### src/hw/rtl/cdt_pkg.sv
package cdt_pkg;

    localparam int TICK_W   = 32;
    localparam int IDX_W    = 3;
    localparam int OP_W     = 2;
    localparam int MAX_FIRE = 8;
    localparam int CNT_W    = 4;

    localparam logic [OP_W-1:0] OP_START   = 2'd0;
    localparam logic [OP_W-1:0] OP_STOP    = 2'd1;
    localparam logic [OP_W-1:0] OP_TICK    = 2'd2;
    localparam logic [OP_W-1:0] OP_ANALYZE = 2'd3;

    typedef struct packed {
        logic [TICK_W-1:0] ticks;
        logic              alarm;
    } t_cell;

    typedef struct packed {
        logic [OP_W-1:0] op;
        logic            hit;
        logic            may_fire;
    } t_pe_ctrl;

endpackage

### src/hw/rtl/countdown_timer_bank_core.sv
// Channel   Direction  Handshake            Word
// command   in         start, busy          i_op, i_timer_index, i_duration
// result    out        o_result_valid       o_fired, o_fired_index, o_last
//
// A command is taken when start is high and busy is low.
// Each command rotates the timer ring once through one update unit at the head,
// then enters a closing cycle; a new command can be taken in that closing cycle.
// An alarm report is held until the next alarm is found or the closing cycle, then
// registered; the final word is on the ports in the cycle after the closing cycle.
// Each word is shown for one cycle, the receiver cannot stall, and reset clears all timers.
module countdown_timer_bank_core #(
    parameter int NUM_TIMERS = 8
) (
    input  logic                         i_clk,
    input  logic                         i_rst_n,
    input  logic                         start,
    output logic                         busy,
    input  logic [cdt_pkg::OP_W-1:0]     i_op,
    input  logic [cdt_pkg::IDX_W-1:0]    i_timer_index,
    input  logic [cdt_pkg::TICK_W-1:0]   i_duration,
    output logic                         o_result_valid,
    output logic                         o_fired,
    output logic [cdt_pkg::IDX_W-1:0]    o_fired_index,
    output logic                         o_last
);
    import cdt_pkg::*;

    localparam int IW = (NUM_TIMERS > 1) ? $clog2(NUM_TIMERS) : 1;
    localparam int CW = (IW > IDX_W) ? IW : IDX_W;
    localparam logic [IW-1:0] LAST_POS = IW'(NUM_TIMERS - 1);

    localparam logic [1:0] ST_IDLE = 2'd0;
    localparam logic [1:0] ST_SCAN = 2'd1;
    localparam logic [1:0] ST_DONE = 2'd2;

    logic [1:0]        r_state, n_state;
    logic [IW-1:0]     r_pos, n_pos;
    logic [CNT_W-1:0]  r_cnt, n_cnt;
    logic [IDX_W-1:0]  r_held, n_held;
    logic [OP_W-1:0]   r_op, n_op;
    logic [IDX_W-1:0]  r_idx, n_idx;
    logic [TICK_W-1:0] r_dur, n_dur;
    logic              r_valid, n_valid;
    logic              r_fired, n_fired;
    logic [IDX_W-1:0]  r_fidx, n_fidx;
    logic              r_last, n_last;

    t_cell    w_q   [NUM_TIMERS];
    t_cell    w_d   [NUM_TIMERS];
    t_cell    w_tail;
    t_pe_ctrl w_ctrl;
    logic     w_found;
    logic     w_shift;
    logic     w_take;
    logic [CW-1:0] w_pos_ext;

    assign busy      = (r_state == ST_SCAN);
    assign w_take    = start && !busy;
    assign w_shift   = (r_state == ST_SCAN);
    assign w_pos_ext = CW'(r_pos);

    assign w_ctrl.op       = r_op;
    assign w_ctrl.hit      = (w_pos_ext == CW'(r_idx));
    assign w_ctrl.may_fire = (r_cnt < CNT_W'(MAX_FIRE));

    cdt_pe u_pe (
        .i_head     (w_q[0]),
        .i_ctrl     (w_ctrl),
        .i_duration (r_dur),
        .o_cell     (w_tail),
        .o_found    (w_found)
    );

    for (genvar g = 0; g < NUM_TIMERS; g++) begin : g_cell
        if (g == NUM_TIMERS - 1) begin : g_tail
            assign w_d[g] = w_tail;
        end else begin : g_link
            assign w_d[g] = w_q[g+1];
        end
        cdt_cell u_cell (
            .i_clk   (i_clk),
            .i_rst_n (i_rst_n),
            .i_en    (w_shift),
            .i_d     (w_d[g]),
            .o_q     (w_q[g])
        );
    end

    always_comb begin
        n_state = r_state;
        n_pos   = r_pos;
        n_cnt   = r_cnt;
        n_held  = r_held;
        n_op    = r_op;
        n_idx   = r_idx;
        n_dur   = r_dur;
        n_valid = 1'b0;
        n_fired = 1'b0;
        n_fidx  = '0;
        n_last  = 1'b0;
        case (r_state)
            ST_IDLE: begin
            end
            ST_SCAN: begin
                n_pos = r_pos + 1'b1;
                if (w_found) begin
                    if (r_cnt != '0) begin
                        n_valid = 1'b1;
                        n_fired = 1'b1;
                        n_fidx  = r_held;
                    end
                    n_held = w_pos_ext[IDX_W-1:0];
                    n_cnt  = r_cnt + 1'b1;
                end
                if (r_pos == LAST_POS) begin
                    n_pos   = '0;
                    n_state = ST_DONE;
                end
            end
            ST_DONE: begin
                n_valid = 1'b1;
                n_fired = (r_cnt != '0);
                n_fidx  = (r_cnt != '0) ? r_held : '0;
                n_last  = 1'b1;
                n_state = ST_IDLE;
            end
            default: begin
                n_state = ST_IDLE;
            end
        endcase
        if (w_take) begin
            n_op    = i_op;
            n_idx   = i_timer_index;
            n_dur   = i_duration;
            n_pos   = '0;
            n_cnt   = '0;
            n_held  = '0;
            n_state = ST_SCAN;
        end
    end

    always_ff @(posedge i_clk) begin
        if (!i_rst_n) begin
            r_state <= ST_IDLE;
            r_pos   <= '0;
            r_cnt   <= '0;
            r_valid <= 1'b0;
        end else begin
            r_state <= n_state;
            r_pos   <= n_pos;
            r_cnt   <= n_cnt;
            r_valid <= n_valid;
        end
    end

    always_ff @(posedge i_clk) begin
        r_held <= n_held;
        r_op   <= n_op;
        r_idx  <= n_idx;
        r_dur  <= n_dur;
        r_fired <= n_fired;
        r_fidx <= n_fidx;
        r_last <= n_last;
    end

    assign o_result_valid = r_valid;
    assign o_fired        = r_fired;
    assign o_fired_index  = r_fidx;
    assign o_last         = r_last;

    a_take_busy: assert property (@(posedge i_clk) disable iff (!i_rst_n)
        w_take |=> busy)
        else $error("Accepted command did not start a scan.");

    a_cnt_bound: assert property (@(posedge i_clk) disable iff (!i_rst_n)
        r_cnt <= CNT_W'(MAX_FIRE))
        else $error("Alarm report count exceeded its limit.");

    a_mid_fired: assert property (@(posedge i_clk) disable iff (!i_rst_n)
        (r_valid && !r_last) |-> r_fired)
        else $error("A non-final result did not report an alarm.");

    a_idle_last: assert property (@(posedge i_clk) disable iff (!i_rst_n)
        (r_valid && !r_fired) |-> (r_last && (r_fidx == '0)))
        else $error("An empty result was not a final one.");

    a_done_from_scan: assert property (@(posedge i_clk) disable iff (!i_rst_n)
        (r_state == ST_DONE) |-> ($past(r_state) == ST_SCAN))
        else $error("Closing cycle entered without a scan.");

endmodule

### src/hw/rtl/cdt_cell.sv
module cdt_cell (
    input  logic          i_clk,
    input  logic          i_rst_n,
    input  logic          i_en,
    input  cdt_pkg::t_cell i_d,
    output cdt_pkg::t_cell o_q
);
    import cdt_pkg::*;

    t_cell r_q;

    always_ff @(posedge i_clk) begin
        if (!i_rst_n) begin
            r_q <= '0;
        end else if (i_en) begin
            r_q <= i_d;
        end
    end

    assign o_q = r_q;

endmodule

### src/hw/rtl/cdt_pe.sv
module cdt_pe (
    input  cdt_pkg::t_cell               i_head,
    input  cdt_pkg::t_pe_ctrl            i_ctrl,
    input  logic [cdt_pkg::TICK_W-1:0]   i_duration,
    output cdt_pkg::t_cell               o_cell,
    output logic                         o_found
);
    import cdt_pkg::*;

    always_comb begin
        o_cell  = i_head;
        o_found = 1'b0;
        case (i_ctrl.op)
            OP_START: begin
                if (i_ctrl.hit) begin
                    o_cell.ticks = i_duration;
                    o_cell.alarm = 1'b0;
                end
            end
            OP_STOP: begin
                if (i_ctrl.hit) begin
                    o_cell.ticks = '0;
                    o_cell.alarm = 1'b0;
                end
            end
            OP_TICK: begin
                if (i_head.ticks != '0) begin
                    o_cell.ticks = i_head.ticks - 1'b1;
                    if (i_head.ticks == TICK_W'(1)) begin
                        o_cell.alarm = 1'b1;
                    end
                end
            end
            OP_ANALYZE: begin
                if (i_head.alarm && i_ctrl.may_fire) begin
                    o_cell.alarm = 1'b0;
                    o_found      = 1'b1;
                end
            end
            default: begin
                o_cell = i_head;
            end
        endcase
    end

endmodule
### config.mk
export PLATFORM = sky130hd
export DESIGN_NAME = countdown_timer_bank_core
export DESIGN_NICKNAME = d
export VERILOG_FILES = /design/src/hw/rtl/cdt_pkg.sv /design/src/hw/rtl/countdown_timer_bank_core.sv /design/src/hw/rtl/cdt_cell.sv /design/src/hw/rtl/cdt_pe.sv
export SDC_FILE = /design/constraint.sdc
export NUM_CORES = 1
export LEC_CHECK = 0
export BUFFER_PORTS_ARGS = -buffer_cell sky130_fd_sc_hd__buf_4
export CAP_MARGIN = 10
export CORE_MARGIN = 5
export CORE_UTILIZATION = 55
export CTS_CLUSTER_DIAMETER = 40
export DETAILED_ROUTE_END_ITERATION = 12
export HOLD_SLACK_MARGIN = 0.1
export PLACE_DENSITY = 0.72
export SLEW_MARGIN = 20
export SYNTH_ARGS = -nofsm -noshare
export SYNTH_HDL_FRONTEND = slang
export SYNTH_SLANG_ARGS = --single-unit
### constraint.sdc
create_clock -name i_clk -period 2.5 [get_ports i_clk]
set_input_delay 0.125 -clock i_clk [delete_from_list [all_inputs] [get_ports i_clk]]
set_output_delay 0.125 -clock i_clk [all_outputs]
set_load 0.05 [all_outputs]
==> results.yml, run 1 <==
setup_path:
  critPathSlowestCell: "or4_1"
  worstPathMaxFanout: 6
  worstSetupStartpointType: "register"
  cp.depth: 6
  critPathBufInv: 0
  path_class: "register to register"
  cpMostUsedCell: "or4_1"
  crit_required_ns: 2.97
  cpPeakStageDelay_ns: 0.60
  reg2reg_depth: 6
  path_cells: "or4_1 > or3_1 > nor3_4 > nand2_2 > or4_1 > nand4_1"
  end_kind: "register"
  crit_family: "simple AND/OR/NAND/NOR gates"
  crit_arrival_ns: 2.80
global_route:
  grt_max_degree: 120
  overflow: 0
  grt_pass1_wl_mm: 46.2
  first_global_vias: 8840
  grt_use_total_pct: 21.2
  antenna_found_initial: 0
logic_synthesis:
  syn_avg_cell_area_sq_um: 10.7
  syn_area_sq_mm: 0.0131
  synthMuxAreaShare_pct: 18.4
  ys_seq_area_share_pct: 51.6
  synth_xor_area_share_pct: 0.936
  synth_top_family_by_area: "multiplexers"
  yosys_warnings: 0
  syn_nets: 1273
  synth_flop_cell: "dfxtp_1"
  synth_compound_area_share_pct: 7.26
  synth-seq-cells: 319
  yosys.cell_types.count: 62
  netlist_instances: 1224
  synth_edf_count: 37
  ys_async_sr_fraction_pct: 0
  synthAdderAreaFrac_pct: 0.860
  yosys.area_share.simple_pct: 18.2
place:
  portBuffers: 46
  hpwl_mm: 18.0
  dp.cells: 1578
  place.gp.congestion: 0.947
  pre_cts_ws_ns: 0.196
floorplanning:
  io_pins: 47
  rows: 56
  initial_utilization_pct: 55.8
  die_y_um: 164
  dieWidth_um: 164
  dieArea_sq_mm: 0.0270
  core-area_sq_mm: 0.0235
cells_and_area:
  antenna_cells: 0
  syn_to_final_growth_pct: 21.3
  drive_gt1_share_pct: 14.2
  fin_util_pct: 67.6
  finalNonFillerCells: 1695
  nNetsFinal: 1391
sta:
  setup_viol: 0
  min_period_ns: 2.33
  grt_setup_unrepaired: "no"
  period_share_pct: 93.1
  tightest_slew_ns: 0.860
  hold_violations: 0
  setup_ws_ns: 0.172
  fin_setup_tns_ns: 0
  slew_headroom_pct: 42.6
  fin_worst_skew_ns: 0.0283
  max_clock_freq_mhz: 430
  drv_slew: 0
routing:
  via_per_inst: 5.34
  wl_per_cell_um: 16.6
  detail-route-antenna-nets: 0
  wl_met1_mm: 13.7
  drc: 0
  vias: 9047
  drtPass1Iterations: 5
  highest_layer: "met4"
  wl_mm: 28.2
  wl_met3_mm: 1.33
  drt_iter0_markers: 614
  routed-wl-met2_mm: 12.4
status:
  status: "completed"
clocking:
  cts_max_path_buffers: 3
  cts_buffers: 42
  insertion_delay_ns: 0.54
  cts_sinks: 319
  htreeDepth: 2
  cts_root_buffer: "clkbuf_16"
  path_clk_slew_ns: 0.06
  cts_tree: "done"
min_path:
  min_path_cells: 2
  hold_path.class: "input pin to register"
pwr:
  p_leak_nw: 5.92
  peakVddDrop_v: 0.000562
  cellPowerDensity_mw_per_mm2: 744
flow_run:
  maxCapViolations: 0
area by class of cell:
type	instances	area, sq um
fill	1793	7590
timing repair buffer	152	1300
sequential	319	6760
clock inverter	24	218
clock buffer	54	1160
multi-input combinational	814	6000
inverter	13	48.8
tap	319	399
sequential cells by signal (all words and copies together), names as in the netlist:
name,count
r_dur,32
o_last,1
o_fired,1
r_state,2
r_op,2
r_cnt,4
r_held,3
o_result_valid,1
g_cell.u_cell.o_q,264
o_fired_index,3
r_idx,3
r_pos,3
metal layers:
layer,vias to the layer above,global-route usage [%]
li1,4548,-
met1,4236,30.1
met2,205,32.3
met3,58,4.27
met4,0,7.09
met5,-,0
per-stage QoR:
step	total power [mW]	hold WS (ns)	area [sq um]
after global routing	12.3	0.285	15900
after detailed placement	6.18	0.304	14100
after CTS	11.9	0.280	15900
final	11.8	0.304	15900
after global placement	6.17	0.303	14100
after floorplan	5.94	0.224	13100
report_power, final:
part           switching, mW  internal, mW  total, mW
combinational          0.419         0.374      0.793
sequential            0.0575          5.27       5.33
clock                   2.32          3.37       5.69
total                   2.80          9.02       11.8
synthesized netlist by cell type, types with 15 or more instances:
cell type	number	area share, %
mux2i_1	239	18
nand2_1	47	1.3
nor2_1	35	1.0
nor3_1	17	0.65
a21oi_1	39	1.5
dfxtp_1	282	43
clkbuf_1	59	1.7
buf_1	15	0.43
o21ai_0	35	1.3
nor2b_1	237	11
nor4_1	15	0.72
edfxtp_1	37	8.5
final timing paths:
path,from,to,slack [ns]
max,g_cell[0].u_cell.o_q[2],g_cell[7].u_cell.o_q[28],0.17
min,i_duration[4],r_dur[4],0.30
max reg2reg,g_cell[0].u_cell.o_q[2],g_cell[7].u_cell.o_q[28],0.17
min reg2reg,r_held[1],o_fired_index[1],0.46
worst register-to-register path, cell delays in order, from the launching register on:
cell,delay (ns)
dfxtp_1,0.37
or4_1,0.60
or3_1,0.40
nor3_4,0.22
nand2_2,0.11
or4_1,0.48
nand4_1,0.10
what timing repair did:
action / in CTS / in global routing
hold endpoints to repair: 67 / 0
resized for setup: 0 / 2
hold buffers: 39 / 0
setup endpoints to repair: 0 / 2
setup buffers: 0 / 0
kinds of logic after synthesis:
logic type,after synthesis
DFF,319
adders and majority gates,9
and+or+nand+nor,410
buffers and inverters,91
muxes,240
AOI/OAI and AO/OA,141
xor gates and xnor gates,14
placed cells by master, fill, tap and decap left out, types with 9 or more instances in the layout:
cell type	netlist	final
dlygate4sd3_1	0	39
inv_1	12	11
mux2i_1	239	239
nand2_1	47	47
nor4_1	15	14
a21oi_1	39	39
edfxtp_1	37	37
clkbuf_16	0	43
nor3_1	17	17
buf_4	0	108
nand4_1	9	9
dfxtp_1	282	282
o21ai_0	35	35
nor2b_1	237	237
nor2_1	35	35
Power figures use the tool's default switching activity.
==> run 2: changes to the inputs <==
--- a/config.mk
+++ b/config.mk
@@ -8,11 +8,12 @@
 export BUFFER_PORTS_ARGS = -buffer_cell sky130_fd_sc_hd__buf_4
 export CAP_MARGIN = 10
 export CORE_MARGIN = 5
-export CORE_UTILIZATION = 55
+export CORE_UTILIZATION = 57
 export CTS_CLUSTER_DIAMETER = 40
 export DETAILED_ROUTE_END_ITERATION = 12
 export HOLD_SLACK_MARGIN = 0.1
-export PLACE_DENSITY = 0.72
+export PLACE_DENSITY = 0.74
+export SETUP_SLACK_MARGIN = 0.5
 export SLEW_MARGIN = 20
 export SYNTH_ARGS = -nofsm -noshare
 export SYNTH_HDL_FRONTEND = slang
==> run 2 against run 1 <==
Sequential share of layout area fell by 0.95 points. Fmax up 5.3%. Sequential power barely moved.
==> results.yml, run 2 (synthesis gave the netlist of run 1 again) <==
sta:
  grt_setup_unrepaired: "yes"
  setup_ws_ns: 0.289
  fin_setup_tns_ns: 0
  slew_headroom_pct: 60.1
  min_period_ns: 2.21
  drv_slew: 0
  tightest_slew_ns: 0.599
  period_share_pct: 88.4
  max_clock_freq_mhz: 452
  setup_viol: 0
  fin_worst_skew_ns: 0.0164
  hold_violations: 0
routing:
  drt_iter0_markers: 704
  wl_per_cell_um: 17.4
  vias: 9350
  via_per_inst: 5.61
  drc: 0
  detail-route-antenna-nets: 0
  wl_mm: 29.0
  drtPass1Iterations: 5
setup_path:
  path_class: "register to register"
  end_kind: "register"
  crit_required_ns: 2.90
  worstSetupStartpointType: "register"
  crit_arrival_ns: 2.61
  critPathSlowestCell: "or4_4"
  cpPeakStageDelay_ns: 0.54
  r2r_slack_ns: 0.29
  path_cells: "or4_4 > buf_4 > nor2_4 > o311ai_4 > or4_1 > a32o_1 > a21o_1"
  critPathBufInv: 1
  worstPathMaxFanout: 6
  crit_family: "simple AND/OR/NAND/NOR gates"
pwr:
  power_frac_comb_pct: 6.9
  power_mw: 11.9
  peakVddDrop_v: 0.000589
  power.internal_mw: 9.32
  pwr-share-clk_pct: 48.5
  sequentialPowerShare_pct: 44.6
  cellPowerDensity_mw_per_mm2: 732
  p_leak_nw: 6.08
  p_sw_share_pct: 21.9
  p_switching_mw: 2.61
place:
  pre_cts_ws_ns: 0.201
  portBuffers: 46
  place.gp.congestion: 0.926
  hpwl_mm: 18.0
global_route:
  overflow: 0
  grt_max_degree: 83
  antenna_found_initial: 0
  first_global_vias: 9022
  grt_pass1_wl_mm: 46.7
  grt_use_total_pct: 21.6
clocking:
  cts_root_buffer: "clkbuf_16"
  cts_sinks: 319
  insertion_delay_ns: 0.52
  cts_max_path_buffers: 3
  path_clk_slew_ns: 0.06
  cts_tree: "done"
  cts_buffers: 39
  htreeDepth: 2
floorplanning:
  core-area_sq_mm: 0.0226
  io_pins: 47
  initial_utilization_pct: 57.8
  dieWidth_um: 162
  dieArea_sq_mm: 0.0261
  die_y_um: 162
  rows: 55
min_path:
  hold_path.class: "input pin to register"
status:
  status: "completed"
cells_and_area:
  largest_reg_flops: 264
  final_cell_mix: "268 x dfxtp_1, 239 x mux2i_1, 237 x nor2b_1"
  drive_gt1_share_pct: 18.9
  syn_to_final_growth_pct: 24.5
  final_common_cell: "dfxtp_1"
  nNetsFinal: 1402
flow_run:
  maxCapViolations: 0
## run 2: cell types whose count changed in the layout (fill, tap and decap cells not counted), moves of 7 or more
cell     change
dfxtp_2     +10
dfxtp_1     -14
nor4_1       -7
nor3_1       -7
buf_4       +11
nor4_4       +8
## run 2: through the flow
stage	hold WS, ns	instances	cell area, sq um	util [%]
final	0.322	1668	16300	72.0
after global routing	0.311	1667	16300	72.0
after CTS	0.307	1646	16000	70.6
after detailed placement	0.304	1522	14000	61.8
after global placement	0.303	1522	14000	61.8
after floorplan	0.224	1224	13200	-
## run 2: final timing paths
| check | cells after the start | start | end |
|---|---|---|---|
| min reg2reg | 1 | r_held[2] | o_fired_index[2] |
| max reg2reg | 7 | g_cell[0].u_cell.o_q[2] | g_cell[7].u_cell.o_q[20] |
| max | 7 | g_cell[0].u_cell.o_q[2] | g_cell[7].u_cell.o_q[20] |
| min | 2 | i_timer_index[2] | r_idx[2] |
## run 2: metal layers
| metal | part of all wire, % | track usage (%) | vias up |
|---|---|---|---|
| li1 | - | - | 4569 |
| met1 | 46 | 29.9 | 4444 |
| met3 | 5.8 | 3.90 | 63 |
| met5 | 0 | 0 | - |
| met2 | 46 | 34.5 | 274 |
| met4 | 2.5 | 6.98 | 0 |
## run 2: repair_timing
| item | CTS | global route |
|---|---|---|
| gates resized for setup | 37 | 39 |
| hold endpoints to repair | 58 | 0 |
| setup endpoints to repair | 34 | 30 |
| pin swaps | 15 | 16 |
| setup buffers | 15 | 21 |
| hold buffers | 39 | 0 |
## run 2: power groups by stage
stage	Clock, mW	Sequential (mW)	Combinational [mW]
5_1_grt	6.14	5.32	0.874
2_1_floorplan	0	5.41	0.542
3_5_place_dp	0	5.44	0.738
3_3_place_gp	0	5.44	0.734
4_1_cts	5.90	5.32	0.790
6_report	5.79	5.32	0.822
## run 2: area by class of cell
cell class / instances / area [sq um]
timing repair buffer: 166 / 1420
fill: 1539 / 6330
tap: 285 / 357
multi-input combinational: 814 / 6330
clock inverter: 16 / 205
sequential: 319 / 6780
inverter: 13 / 56.3
clock buffer: 54 / 1160
antenna: 1 / 2.50
==> run 3: changes to the inputs <==
==> constraint.sdc (replaced) <==
create_clock -name i_clk -period 2.65 [get_ports i_clk]
set_input_delay 0.1325 -clock i_clk [delete_from_list [all_inputs] [get_ports i_clk]]
set_output_delay 0.1325 -clock i_clk [all_outputs]
set_load 0.05 [all_outputs]
==> run 3 against run 2 <==
Power shrank 4.2%. Wire length hardly changed. Cell area shrank 1.5%. Critical path type unchanged. Largest cell class unchanged.
==> results.yml, run 3 (synthesis gave the netlist of run 1 again) <==
clocking:
  cts_max_path_buffers: 3
  cts_root_buffer: "clkbuf_16"
  path_clk_slew_ns: 0.06
  htreeDepth: 2
  insertion_delay_ns: 0.52
  cts_buffers: 41
  cts_sinks: 319
  cts_tree: "done"
global_route:
  met2_usage_pct: 35.2
  grt_pass1_wl_mm: 47.0
  met3_usage_pct: 3.60
  grt_max_degree: 125
  overflow: 0
  grt_use_total_pct: 21.8
  antenna_found_initial: 0
  busiest_layer: "met2"
  first_global_vias: 8984
  met1_usage_pct: 30.4
setup_path:
  worstPathMaxFanout: 5
  worstSetupStartpointType: "register"
  crit_arrival_ns: 2.60
  critPathSlowestCell: "or4_4"
  path_cells: "or4_4 > or3_4 > nor3_4 > nand2_2 > o311a_1 > a211o_1"
  cpPeakStageDelay_ns: 0.59
  crit_required_ns: 3.06
  critPathBufInv: 0
  path_class: "register to register"
  crit_family: "simple AND/OR/NAND/NOR gates"
  end_kind: "register"
routing:
  drc: 0
  wl_per_cell_um: 17.6
  drtPass1Iterations: 5
  detail-route-antenna-nets: 0
  via_per_inst: 5.57
  drt_iter0_markers: 760
  vias: 9175
  wl_mm: 29.0
sta:
  tightest_slew_ns: 0.592
  hold_violations: 0
  fin_worst_skew_ns: 0.0138
  grt_setup_unrepaired: "yes"
  drv_slew: 0
  min_period_ns: 2.18
  hold_ws_ns: 0.327
  fin_setup_tns_ns: 0
  slew_headroom_pct: 60.5
  setup_viol: 0
  period_share_pct: 82.4
  setup_ws_ns: 0.466
  max_clock_freq_mhz: 458
min_path:
  hold_path.class: "input pin to register"
place:
  hpwl_mm: 18.1
  place.gp.congestion: 0.946
  portBuffers: 46
  pre_cts_ws_ns: 0.264
floorplanning:
  dieArea_sq_mm: 0.0261
  initial_utilization_pct: 57.8
  io_pins: 47
  die_y_um: 162
  dieWidth_um: 162
  rows: 55
  core-area_sq_mm: 0.0226
pwr:
  cellPowerDensity_mw_per_mm2: 712
  peakVddDrop_v: 0.000606
  p_leak_nw: 5.96
cells_and_area:
  largest_reg_flops: 264
  drive_gt1_share_pct: 16.6
  antenna_cells: 0
  final_common_cell: "dfxtp_1"
  nNetsFinal: 1380
  syn_to_final_growth_pct: 22.7
  final_cell_mix: "275 x dfxtp_1, 239 x mux2i_1, 237 x nor2b_1"
flow_run:
  maxCapViolations: 0
status:
  status: "completed"
[run 3: cell count changes in the layout (fill, tap and decap cells not counted), sizes merged]
cell      previous run  this run
bufinv               4         3
buf                127       103
clkinvlp             5         7
diode                1         0
clkinv               5        11
clkbuf              54        47
inv                 15        19
[run 3: area by class of cell]
class,count,area [sq um]
Clock inverter,27,274
Inverter,13,56.3
Fill cell,1629,6580
Multi-Input combinational cell,814,6230
Tap cell,285,357
Sequential cell,319,6770
Timing Repair Buffer,142,1220
Clock buffer,47,1150
[run 3: final timing paths]
check	from	endpoint	slack, ns	cells past startpoint
max	g_cell[0].u_cell.o_q[4]	g_cell[7].u_cell.o_q[26]	0.47	6
min	i_duration[24]	r_dur[24]	0.33	2
max reg2reg	g_cell[0].u_cell.o_q[4]	g_cell[7].u_cell.o_q[26]	0.47	6
min reg2reg	g_cell[7].u_cell.o_q[18]	g_cell[7].u_cell.o_q[18]	0.47	2
[run 3: metal layers]
layer | part of all wire, % | routed length [um]
met4 | 2.0 | 573
met2 | 46 | 13400
met3 | 5.9 | 1710
met5 | 0 | 0
met1 | 46 | 13300
[run 3: repair_timing]
action	CTS	global route
cloned	0	0
resized for setup	24	29
setup endpoints to repair	24	42
endpoints found under the hold margin	64	0
pin swaps	3	15
hold buffers	39	0
buffers inserted	2	14
[run 3: stage by stage]
step	total power [mW]	cells	instance area, sq um	util [%]
floorplan	5.61	1224	13200	-
global placement	5.82	1518	13900	61.4
detailed placement	5.83	1518	13900	61.4
CTS	11.5	1633	15800	69.9
global route	11.8	1647	16100	71.0
finish	11.4	1647	16100	71.0
[run 3: power by group]
group / internal (mW) / switching (mW)
Combinational: 0.353 / 0.409
Sequential: 4.97 / 0.0524
Clock: 3.48 / 2.18
